File: src/hdl/scp_pkg.sv
// Shared types, codes and the header prefix table for the Set-Cookie parser.
package scp_pkg;

   localparam logic [7:0] CH_NUL  = 8'd0;
   localparam logic [7:0] CH_LF   = 8'd10;
   localparam logic [7:0] CH_CR   = 8'd13;
   localparam logic [7:0] CH_SP   = 8'd32;
   localparam logic [7:0] CH_ZERO = 8'd48;
   localparam logic [7:0] CH_SEMI = 8'd59;
   localparam logic [7:0] CH_EQ   = 8'd61;

   localparam int          PREFIX_LEN  = 11;
   localparam logic [3:0]  PREFIX_LAST = 4'(PREFIX_LEN - 1);

   localparam logic [7:0]  NAME_LIMIT_RST  = 8'd50;
   localparam logic [9:0]  VALUE_LIMIT_RST = 10'd200;

   // register indexes (byte address bit 2)
   localparam logic [0:0]  REG_NAME_LIMIT  = 1'b0;
   localparam logic [0:0]  REG_VALUE_LIMIT = 1'b1;

   typedef enum logic [2:0] {
      PH_WAIT  = 3'd0,
      PH_LINE  = 3'd1,
      PH_FOUND = 3'd2,
      PH_NAME  = 3'd3,
      PH_VALUE = 3'd5,
      PH_END   = 3'd6
   } phase_type;

   typedef enum logic [2:0] {
      EV_NAME_BYTE   = 3'd0,
      EV_NAME_END    = 3'd1,
      EV_VALUE_BYTE  = 3'd2,
      EV_COMPLETE    = 3'd3,
      EV_DROP        = 3'd4,
      EV_HEADERS_END = 3'd5
   } event_type;

   typedef struct packed {
      event_type  event_res;
      logic [7:0] payload;
   } result_type;

   typedef struct packed {
      logic [7:0] name_limit;
      logic [9:0] value_limit;
   } limits_type;

   function automatic logic [7:0] prefix_char(input logic [3:0] idx);
      logic [7:0] c;
      case (idx)
         4'd0:    c = "S";
         4'd1:    c = "e";
         4'd2:    c = "t";
         4'd3:    c = "-";
         4'd4:    c = "C";
         4'd5:    c = "o";
         4'd6:    c = "o";
         4'd7:    c = "k";
         4'd8:    c = "i";
         4'd9:    c = "e";
         4'd10:   c = ":";
         default: c = 8'd0;
      endcase
      return c;
   endfunction

   // bytes 128..255 act as signed negatives
   function automatic logic below_space(input logic [7:0] b);
      return (b < CH_SP) || b[7];
   endfunction

endpackage

File: src/hdl/scp_csr.sv
// Configuration registers for the name and value length limits.
module scp_csr
   import scp_pkg::*;
(
   input  logic        clock,
   input  logic        reset,
   input  logic        psel,
   input  logic        penable,
   input  logic        pwrite,
   input  logic [2:0]  paddr,
   input  logic [31:0] pwdata,
   output logic [31:0] prdata,
   output logic        pready,
   output limits_type  limits
);

   logic [7:0] name_limit_ff, name_limit_in;
   logic [9:0] value_limit_ff, value_limit_in;
   logic       wr_en;

   assign pready = 1'b1;
   assign wr_en  = psel && penable && pwrite;

   always_comb begin
      name_limit_in  = name_limit_ff;
      value_limit_in = value_limit_ff;
      if (wr_en) begin
         case (paddr[2])
            REG_NAME_LIMIT:  name_limit_in  = pwdata[7:0];
            REG_VALUE_LIMIT: value_limit_in = pwdata[9:0];
            default:         name_limit_in  = name_limit_ff;
         endcase
      end
   end

   always_ff @(posedge clock) begin
      if (reset) begin
         name_limit_ff  <= NAME_LIMIT_RST;
         value_limit_ff <= VALUE_LIMIT_RST;
      end else begin
         name_limit_ff  <= name_limit_in;
         value_limit_ff <= value_limit_in;
      end
   end

   always_comb begin
      case (paddr[2])
         REG_NAME_LIMIT:  prdata = {24'd0, name_limit_ff};
         REG_VALUE_LIMIT: prdata = {22'd0, value_limit_ff};
         default:         prdata = 32'd0;
      endcase
   end

   assign limits.name_limit  = name_limit_ff;
   assign limits.value_limit = value_limit_ff;

endmodule

File: src/hdl/scp_core.sv
// Parser state machine: one byte per cycle while go is high, at most one event out.
module scp_core
   import scp_pkg::*;
(
   input  logic       clock,
   input  logic       reset,
   input  logic       go,
   input  logic [7:0] data_byte,
   input  logic       last_byte,
   input  limits_type limits,
   output logic       ev_valid,
   output result_type ev
);

   phase_type  phase_ff, phase_in, phase_step;
   logic [3:0] match_ff, match_in;
   logic [9:0] len_ff, len_in;
   logic       halted_ff, halted_in;
   logic       is_term;
   logic       name_over, value_over;
   logic       name_ok;

   assign is_term    = below_space(data_byte) || (data_byte == CH_SEMI);
   assign name_over  = len_ff >= {2'd0, limits.name_limit};
   assign value_over = len_ff >= limits.value_limit;
   assign name_ok    = !(data_byte < CH_ZERO || data_byte[7] || data_byte == CH_SEMI);

   // next state
   always_comb begin
      phase_step = phase_ff;
      match_in   = match_ff;
      len_in     = len_ff;
      halted_in  = halted_ff;
      if (go && !halted_ff) begin
         if (data_byte == CH_NUL) begin
            halted_in  = 1'b1;
            phase_step = PH_WAIT;
            match_in   = '0;
            len_in     = '0;
         end else begin
            case (phase_ff)
               PH_LINE: begin
                  if (data_byte == CH_LF) begin
                     phase_step = PH_END;
                     halted_in  = 1'b1;
                  end else if (data_byte == CH_CR) begin
                     phase_step = PH_LINE;
                  end else if (match_ff > PREFIX_LAST ||
                               data_byte != prefix_char(match_ff)) begin
                     match_in   = '0;
                     phase_step = PH_WAIT;
                  end else if (match_ff == PREFIX_LAST) begin
                     match_in   = '0;
                     phase_step = PH_FOUND;
                  end else begin
                     match_in = match_ff + 4'd1;
                  end
               end
               PH_FOUND: begin
                  if (data_byte == CH_SP) begin
                     phase_step = PH_FOUND;
                  end else if (data_byte == CH_LF) begin
                     phase_step = PH_LINE;
                  end else if (!name_ok) begin
                     phase_step = PH_WAIT;
                  end else begin
                     len_in     = 10'd1;
                     phase_step = PH_NAME;
                  end
               end
               PH_NAME: begin
                  if (is_term) begin
                     len_in     = '0;
                     phase_step = (data_byte == CH_LF) ? PH_LINE : PH_WAIT;
                  end else if (data_byte == CH_EQ) begin
                     len_in     = '0;
                     phase_step = PH_VALUE;
                  end else if (name_over) begin
                     len_in     = '0;
                     phase_step = PH_WAIT;
                  end else begin
                     len_in = len_ff + 10'd1;
                  end
               end
               PH_VALUE: begin
                  if (is_term) begin
                     len_in     = '0;
                     phase_step = (data_byte == CH_LF) ? PH_LINE : PH_WAIT;
                  end else if (value_over) begin
                     len_in     = '0;
                     phase_step = PH_WAIT;
                  end else begin
                     len_in = len_ff + 10'd1;
                  end
               end
               PH_END: begin
                  halted_in = 1'b1;
               end
               default: begin
                  phase_step = (data_byte == CH_LF) ? PH_LINE : PH_WAIT;
               end
            endcase
         end
      end
      phase_in = phase_step;
      // buffer end puts the parser back to its start state
      if (go && last_byte) begin
         phase_in  = PH_WAIT;
         match_in  = '0;
         len_in    = '0;
         halted_in = 1'b0;
      end
   end

   // event out
   always_comb begin
      ev_valid     = 1'b0;
      ev.event_res = EV_DROP;
      ev.payload   = 8'd0;
      if (go && !halted_ff) begin
         if (data_byte == CH_NUL) begin
            ev_valid = (phase_ff == PH_NAME) || (phase_ff == PH_VALUE);
         end else begin
            case (phase_ff)
               PH_LINE: begin
                  if (data_byte == CH_LF) begin
                     ev_valid     = 1'b1;
                     ev.event_res = EV_HEADERS_END;
                  end
               end
               PH_FOUND: begin
                  if (data_byte != CH_SP && data_byte != CH_LF && name_ok) begin
                     ev_valid     = 1'b1;
                     ev.event_res = EV_NAME_BYTE;
                     ev.payload   = data_byte;
                  end
               end
               PH_NAME: begin
                  ev_valid = 1'b1;
                  if (is_term) begin
                     ev.event_res = EV_COMPLETE;
                  end else if (data_byte == CH_EQ) begin
                     ev.event_res = EV_NAME_END;
                  end else if (name_over) begin
                     ev.event_res = EV_DROP;
                  end else begin
                     ev.event_res = EV_NAME_BYTE;
                     ev.payload   = data_byte;
                  end
               end
               PH_VALUE: begin
                  ev_valid = 1'b1;
                  if (is_term) begin
                     ev.event_res = EV_COMPLETE;
                  end else if (value_over) begin
                     ev.event_res = EV_DROP;
                  end else begin
                     ev.event_res = EV_VALUE_BYTE;
                     ev.payload   = data_byte;
                  end
               end
               default: begin
                  ev_valid = 1'b0;
               end
            endcase
            // cookie still open at buffer end
            if (last_byte && (phase_step == PH_NAME || phase_step == PH_VALUE)) begin
               ev_valid     = 1'b1;
               ev.event_res = EV_DROP;
               ev.payload   = 8'd0;
            end
         end
      end
   end

   always_ff @(posedge clock) begin
      if (reset) begin
         phase_ff  <= PH_WAIT;
         match_ff  <= '0;
         len_ff    <= '0;
         halted_ff <= 1'b0;
      end else begin
         phase_ff  <= phase_in;
         match_ff  <= match_in;
         len_ff    <= len_in;
         halted_ff <= halted_in;
      end
   end

endmodule

File: src/hdl/scp_out_fifo.sv
// Two-word result buffer that decouples the parser from the result receiver.
module scp_out_fifo
   import scp_pkg::*;
(
   input  logic       clock,
   input  logic       reset,
   input  logic       push,
   input  result_type push_data,
   output logic       space,
   output logic       pop_valid,
   input  logic       pop_ready,
   output result_type pop_data
);

   result_type mem_ff [2];
   logic       wr_ptr_ff, wr_ptr_in;
   logic       rd_ptr_ff, rd_ptr_in;
   logic [1:0] count_ff, count_in;
   logic       pop;

   assign space     = count_ff != 2'd2;
   assign pop_valid = count_ff != 2'd0;
   assign pop       = pop_valid && pop_ready;
   assign pop_data  = mem_ff[rd_ptr_ff];

   always_comb begin
      wr_ptr_in = push ? !wr_ptr_ff : wr_ptr_ff;
      rd_ptr_in = pop ? !rd_ptr_ff : rd_ptr_ff;
      count_in  = count_ff;
      if (push && !pop) begin
         count_in = count_ff + 2'd1;
      end else if (pop && !push) begin
         count_in = count_ff - 2'd1;
      end
   end

   always_ff @(posedge clock) begin
      if (reset) begin
         wr_ptr_ff <= 1'b0;
         rd_ptr_ff <= 1'b0;
         count_ff  <= 2'd0;
      end else begin
         wr_ptr_ff <= wr_ptr_in;
         rd_ptr_ff <= rd_ptr_in;
         count_ff  <= count_in;
      end
   end

   always_ff @(posedge clock) begin
      if (push) begin
         mem_ff[wr_ptr_ff] <= push_data;
      end
   end

endmodule

File: src/hdl/set_cookie_header_parser.sv
// Top level of the Set-Cookie header parser.
//
// req_* takes response header bytes, one word per byte; req_tlast marks the
// last byte of a buffer, after which the parser starts over (limits kept).
// rsp_* gives zero or one event word per byte: rsp_tuser is the event code,
// rsp_tdata the name or value byte for byte events and zero otherwise.
// csr_* is a register port: name_limit at 0x0, value_limit at 0x4.
//
// Throughput is one byte per cycle while the result buffer has space. A byte
// accepted into the input register is parsed from it once the buffer has
// space; its event is registered into the result buffer and shown on rsp_*.
// The parser state update (prefix match, length count against the limits)
// is the registered loop that sets this rate. A two-word result buffer lets
// parsing go on while the receiver stalls; when it fills, req_tready drops
// once the input register holds a byte, until the receiver takes a word.
// Reset clears parser state and buffer and loads the default limits
// (50 name bytes, 200 value bytes).
module set_cookie_header_parser
   import scp_pkg::*;
(
   input  logic        clock,
   input  logic        reset,
   input  logic        req_tvalid,
   output logic        req_tready,
   input  logic [7:0]  req_tdata,   // [7:0] data_byte
   input  logic        req_tlast,
   output logic        rsp_tvalid,
   input  logic        rsp_tready,
   output logic [7:0]  rsp_tdata,   // [7:0] payload
   output logic [2:0]  rsp_tuser,   // [2:0] event_res
   input  logic        csr_psel,
   input  logic        csr_penable,
   input  logic        csr_pwrite,
   input  logic [2:0]  csr_paddr,
   input  logic [31:0] csr_pwdata,
   output logic [31:0] csr_prdata,
   output logic        csr_pready
);

   logic       in_valid_ff, in_valid_in;
   logic [7:0] in_byte_ff;
   logic       in_last_ff;
   logic       go;
   logic       space;
   logic       ev_valid;
   result_type ev;
   result_type out_word;
   limits_type limits;

   assign go          = in_valid_ff && space;
   assign req_tready  = !in_valid_ff || go;
   assign in_valid_in = (req_tvalid && req_tready) || (in_valid_ff && !go);

   always_ff @(posedge clock) begin
      if (reset) begin
         in_valid_ff <= 1'b0;
      end else begin
         in_valid_ff <= in_valid_in;
      end
   end

   always_ff @(posedge clock) begin
      if (req_tvalid && req_tready) begin
         in_byte_ff <= req_tdata;
         in_last_ff <= req_tlast;
      end
   end

   scp_csr u_csr (
      .clock   (clock),
      .reset   (reset),
      .psel    (csr_psel),
      .penable (csr_penable),
      .pwrite  (csr_pwrite),
      .paddr   (csr_paddr),
      .pwdata  (csr_pwdata),
      .prdata  (csr_prdata),
      .pready  (csr_pready),
      .limits  (limits)
   );

   scp_core u_core (
      .clock     (clock),
      .reset     (reset),
      .go        (go),
      .data_byte (in_byte_ff),
      .last_byte (in_last_ff),
      .limits    (limits),
      .ev_valid  (ev_valid),
      .ev        (ev)
   );

   scp_out_fifo u_out (
      .clock     (clock),
      .reset     (reset),
      .push      (ev_valid),
      .push_data (ev),
      .space     (space),
      .pop_valid (rsp_tvalid),
      .pop_ready (rsp_tready),
      .pop_data  (out_word)
   );

   assign rsp_tdata = out_word.payload;
   assign rsp_tuser = out_word.event_res;

endmodule

File: config.mk
export PLATFORM = sky130hd
export DESIGN_NAME = set_cookie_header_parser
export DESIGN_NICKNAME = d
export VERILOG_FILES = /design/src/hdl/scp_pkg.sv /design/src/hdl/scp_csr.sv /design/src/hdl/scp_core.sv /design/src/hdl/scp_out_fifo.sv /design/src/hdl/set_cookie_header_parser.sv
export SDC_FILE = /design/constraint.sdc
export NUM_CORES = 1
export LEC_CHECK = 0
export ABC_AREA = 1
export BUFFER_PORTS_ARGS = -buffer_cell sky130_fd_sc_hd__buf_2
export CAP_MARGIN = 20
export CORE_MARGIN = 3
export CORE_UTILIZATION = 55
export CTS_CLUSTER_DIAMETER = 40
export DETAILED_ROUTE_END_ITERATION = 8
export PLACE_DENSITY = 0.85
export SETUP_SLACK_MARGIN = 0.5
export SYNTH_ARGS = -nofsm -noshare
export SYNTH_HDL_FRONTEND = slang
export SYNTH_SLANG_ARGS = --single-unit
File: constraint.sdc
create_clock -name clock -period 3.1 [get_ports clock]
set_input_delay 0.31 -clock clock [delete_from_list [all_inputs] [get_ports clock]]
set_output_delay 0.31 -clock clock [all_outputs]
set_load 0.05 [all_outputs]
== Word-level counts from Yosys, hierarchy flattened ==
Memories as Yosys holds them, arrays and structs flattened. A register that Yosys moved wholly into a read port is not among the register bits.
Cells that the tools add are included.

* Add/sub/neg operators: 4
* $mul: 0
* Divide/modulo/power cells: 0
* Order comparisons: 5
* Equality and inequality tests: 23
* Shifts and indexed selects: 0
* Multiplexer cells: 72
* Bitwise logic cells: 1
* Reductions and logical operators: 43

{| class="wikitable"
|+ Operators by type and width
! cell !! count
|-
| 10-bit 2-to-1 mux || 9
|-
| 8-bit 2-to-1 mux || 10
|-
| 32-bit case mux with 2 select lines || 1
|-
| 3-bit 2-to-1 mux || 18
|-
| 11-bit 2-to-1 mux || 4
|-
| 4-bit 2-to-1 mux || 8
|-
| 10-bit case mux with 3 select lines || 1
|-
| 8-bit by 6-bit == test with 1-bit output, second input constant || 3
|-
| 8-bit case mux with 3 select lines || 1
|-
| 8-bit by 4-bit == test with 1-bit output, second input constant || 2
|-
| 8-bit by 6-bit less-than comparator with 1-bit output, second input constant || 2
|-
| 3-bit case mux with 5 select lines || 1
|-
| 1-bit logical AND || 13
|-
| 1-bit 2-to-1 mux || 13
|-
| 3-bit case mux with 4 select lines || 1
|-
| 10-bit by 1-bit adder with 10-bit output, second input constant || 1
|-
| 10-bit greater-or-equal comparator || 1
|-
| 10-bit by 8-bit greater-or-equal comparator with 1-bit output || 1
|-
| 3-bit by 2-bit == test with 1-bit output, second input constant || 3
|-
| 3-bit == test, second input constant || 3
|-
| 1-bit logical OR || 9
|-
| 1-bit logical NOT || 8
|-
| 8-bit logical NOT || 1
|-
| 8-bit by 4-bit != test with 1-bit output, second input constant || 1
|-
| 25 further kinds || 33
|}

* Bits in registers: 50
* Bits in latches: 0
* Memory bits (writable): 22
* Bits in read-only memories: 112
* Input bits: 51
* Output and inout bits: 46
* Logic and storage cells: 162
* Memories kept: 2

{| class="wikitable"
|+ Memory list
! name !! words !! bits a word !! rd ports !! clocked after Yosys merged registers in !! wr ports !! RTL line !! RTL
|-
| (no name shown) || 16 || 7 || 1 || 1 || 0 || scp_pkg.sv:52 || <nowiki>case (idx)</nowiki>
|-
| u_out.mem_ff || 2 || 11 || 1 || 1 || 1 || scp_out_fifo.sv:15 || <nowiki>result_type mem_ff [2];</nowiki>
|}

== Logic depth before layout (Yosys ltp) ==
* Depth in word-level cells: 24
* Depth in mapped cells: 18
* Gate-level depth less buffers: 18

== By module ==
A second synthesis with hierarchy kept.

* Cell total of the unflattened synthesis: 669
* Area, all modules: 5018.6 um2

{| class="wikitable"
|+ By module, submodules not included
! module !! times used !! cells each !! area each (um2) !! sequential area each (um2)
|-
| scp_core || 1 || 421 || 2546.2 || 500.5
|-
| scp_csr || 1 || 162 || 1079.8 || 360.3
|-
| scp_out_fifo || 1 || 69 || 1067.3 || 760.7
|-
| set_cookie_header_parser || 1 || 17 || 325.3 || 290.3
|}

== Least setup slack after synthesis ==
Ideal clock, no wire load.

* Path kind: reg2reg
* From: register u_core.match_ff[0]
* To: register with a tool-made name
* Setup time: 122 ps
* Arrival time: 2059 ps
* Required time: 2978 ps
* Setup slack: 918 ps
* Cell stages (with the launch flop): 15
* Buffers on the path: 0
* Period minus slack after synthesis: 2182 ps
* Cells stage by stage: dfxtp_1 > inv_1 > ha_1 > inv_1 > nand2_1 > a21oi_1 > nor2_1 > and2_1 > nand3_1 > nor2_1 > o21bai_1 > inv_1 > ha_1 > o21ai_0 > o22ai_2

{| class="wikitable"
|+ RTL lines
! element !! RTL line !! RTL
|-
| from (decl) || scp_core.sv:16 || <nowiki>logic [3:0] match_ff, match_in;</nowiki>
|-
| from (signal assigned) || scp_core.sv:184 || <nowiki>match_ff <= match_in;</nowiki>
|}

==> impl_metrics.env <==
export IMPL_drt_pass1_iter_count=5
export IMPL_vias=4109
export IMPL_wl_met3_um=650
export IMPL_fin_nets=747
export IMPL_start_kind="register"
export IMPL_skew_ns=0.0114
export IMPL_min_period_ns=2.48
export IMPL_gr_total_overflow=0
export IMPL_period_share=0.801
export IMPL_tightest_slew_ns=0.505
export IMPL_grt_max_degree=20
export IMPL_drive_above_1_share=0.195
export IMPL_end_kind="register"
export IMPL_min_path_cells=1
export IMPL_design_area_um2=5270
export IMPL_yosysSeqAreaShare=0.411
export IMPL_p_comb_frac=0.120
export IMPL_worst_r2r_path_depth=16
export IMPL_final_cells=775
export IMPL_ys_ff_latch=80
export IMPL_rrSetupSlack_ns=0.62
export IMPL_cts_inserted_buffers=9
export IMPL_r2r_end="u_out.mem_ff[0][10]"
export IMPL_slew_violations=0
export IMPL_core_area_um2=7970
export IMPL_avgSynthCellArea_um2=7.74
export IMPL_worstPathMaxFanout=8
export IMPL_clk_pin_slew_ns=0.09
export IMPL_post_drt_wl_per_cell_um=13.4
export IMPL_synthToLayoutAreaGrowth_pct=13.1
export IMPL_cap_viol_max_count=0
export IMPL_initialDrtViolationCount=412
export IMPL_status="complete, no violations"
export IMPL_dpl_cell_count=750
export IMPL_place_area_um2=4940
export IMPL_clock_path_buffers=2
export IMPL_swShare=0.282
export IMPL_pwr_share_seq=0.495
export IMPL_r2r_start="in_byte_ff[6]"
export IMPL_ios=97
export IMPL_insertedDiodeCount=0
export IMPL_wl_met2_um=5270
export IMPL_hpwl_um=7690
export IMPL_peakVddDrop_mv=0.211
export IMPL_cp_arrival_ns=2.59
export IMPL_yosys_warnings=0
export IMPL_antenna_found_initial=0
export IMPL_start_util=0.584
export IMPL_clkLatencyLatePin_ns=0.36
export IMPL_drc=0
export IMPL_required_ns=3.21
export IMPL_die_area_um2=9610
export IMPL_hp_class="in2reg"
export IMPL_fmax_ghz=0.403
export IMPL_viasPerCell=5.30
export IMPL_final_hold_violation_count=0
export IMPL_grt_pass1_vias=3819
export IMPL_htreeDepth=3
export IMPL_clkPwrFrac=0.386
export IMPL_tns_ns=0
export IMPL_min_to="in_byte_ff[2]"
export IMPL_cts_tree="yes"
export IMPL_p_leak_nw=2.41
export IMPL_gp_congestion=0.883
export IMPL_p_sw_mw=0.643
export IMPL_clock_root_buffer="clkbuf_8"
export IMPL_rsz0062_at_grt="true"
export IMPL_std_cell_rows=32
export IMPL_highest_layer="met4"
export IMPL_power_density_nw_per_um2=433
export IMPL_wl_um=10400
export IMPL_setup_violations=0
export IMPL_fp_dieW_um=98.0
export IMPL_grtUsageTotal=0.205
export IMPL_wl_met1_um=4320
export IMPL_final_antenna_net_count=0
export IMPL_die_height_um=98.0
export IMPL_numClockSinks=80
export IMPL_netlist_area_um2=4660
export IMPL_grt_pass1_wl_um=16300
export IMPL_hold_start="req_tdata[2]"
export IMPL_yosysUniqueCellTypes=42
export IMPL_io_buffers=49
export IMPL_synth_cells=602
export IMPL_slew_headroom=0.663
export IMPL_p_int_mw=1.64
export IMPL_critical_path_class="reg2reg"
-- registers in the layout, indices dropped and copies added, names as in the netlist, named ones only --
name and cells:
u_out.wr_ptr_ff 1, in_byte_ff 8, u_core.halted_ff 1, u_csr.value_limit_ff 10, u_core.match_ff 4, u_out.mem_ff 22
u_core.phase_ff 3, in_last_ff 1, u_core.len_ff 10, in_valid_ff 1, u_csr.name_limit_ff 8, u_out.count_ff 2
u_out.rd_ptr_ff 1
-- power by group through the flow --
| stage | registers (mW) | logic, mW | clock network [mW] |
|---|---|---|---|
| final | 1.13 | 0.273 | 0.880 |
| after global routing | 1.13 | 0.294 | 0.936 |
| after CTS | 1.13 | 0.260 | 0.892 |
| after detailed placement | 1.15 | 0.259 | 0 |
| after global placement | 1.15 | 0.252 | 0 |
| after floorplan | 1.14 | 0.231 | 0 |
-- placed cells by master (no fill, tap or decap), types with 2 or more instances in the layout --
cell type	count
inv_1	86
o21ai_2	3
o21a_1	2
mux2_2	11
o21ai_1	8
bufinv_16	2
and2_1	2
nand3_2	4
nand4_1	4
nor3_1	3
o21ai_0	39
or2_1	2
dfxtp_1	48
nand3_1	35
ha_1	28
nand2_1	112
clkbuf_8	9
a21oi_1	44
nor2_2	9
buf_4	12
nand2_2	7
nor2_4	2
edfxtp_1	31
nor3_2	2
xnor2_1	2
inv_6	2
a31oi_1	2
nor2_1	59
conb_1	25
buf_2	49
inv_2	10
-- synth_stat cells, drive strengths merged --
cell / number / area [um^2]
o21a: 2 / 15.0
mux2: 11 / 124
nor4: 1 / 6.26
o21ai: 50 / 258
xor2: 1 / 8.76
clkbuf: 6 / 22.5
a31oi: 2 / 12.5
xnor2: 2 / 17.5
or2: 3 / 18.8
ha: 28 / 350
a21oi: 44 / 220
nand2: 119 / 464
a21boi: 2 / 18.8
nand4: 4 / 25.0
nor2: 71 / 310
a211oi: 1 / 7.51
inv: 96 / 360
clkinv: 1 / 5.00
and2: 2 / 12.5
edfxtp: 31 / 931
o22ai: 2 / 18.8
o21bai: 2 / 15.0
conb: 2 / 7.51
dfxtp: 49 / 981
nor3: 5 / 30.0
a22oi: 1 / 7.51
nand3: 40 / 228
o2111ai: 1 / 8.76
buf: 23 / 173
-- cell families after synthesis --
logic type,share of synthesized area
fa+ha+maj,0.0752
buf+inv,0.120
other cells,0.00161
xor+xnor,0.00564
flops,0.411
compound gates,0.125
simple gates,0.235
mux,0.0266
-- metrics by stage --
stage,setup WS [ns],hold slack [ns],util,power (mW)
final,0.616,0.117,0.661,2.28
after CTS,0.586,0.111,0.649,2.28
after global routing,0.430,0.105,0.661,2.36
after global placement,0.650,0.444,0.620,1.40
after detailed placement,0.519,0.447,0.620,1.41
after floorplan,0.918,0.409,-,1.38
-- layout make-up --
type                    instances  area, um^2
fillers                       632        2700
clock buffers                   9         124
multi-input cells             419        2300
repair buffers                 61         335
clock inverters                 7         101
inverters                      97         365
well taps                     102         128
flip-flops and latches         80        1910
-- routing by layer --
metal  GRT usage  up-vias
li1            -     2041
met2       0.363      165
met4      0.0767        0
met3      0.0507       25
met5           0        -
met1       0.239     1878
-- worst max-delay path by stage --
stage / from / end / slack (ns) / cells past startpoint
after floorplan: u_core.match_ff[0] / register / 0.92 / 14
after global placement: in_byte_ff[0] / register / 0.65 / 11
after detailed placement: in_byte_ff[6] / register / 0.52 / 11
after CTS: in_byte_ff[1] / register / 0.59 / 14
after global routing: in_byte_ff[5] / register / 0.43 / 13
final: in_byte_ff[6] / u_out.mem_ff[0][10] / 0.62 / 16
-- timing repair --
item	in CTS	in global routing
buffers inserted	0	9
endpoints found under the setup margin	1	27
pin swaps	0	1
resized for setup	2	8
hold buffers	0	0
-- worst max-delay path, cell delays in order (launching register included) --
cell      delay (ns)
edfxtp_1        0.48
buf_4           0.19
inv_2           0.07
nand2_1         0.06
nor2_2          0.10
nand2_1         0.10
nand2_1         0.15
nand2_1         0.07
nand2_1         0.05
o21ai_0         0.10
a21oi_1         0.24
nand2_1         0.08
nand2_1         0.09
nand2_1         0.06
nand2_2         0.09
nor2_4          0.06
or2_1           0.24
Note: power is estimated with default switching activity, not from simulation.
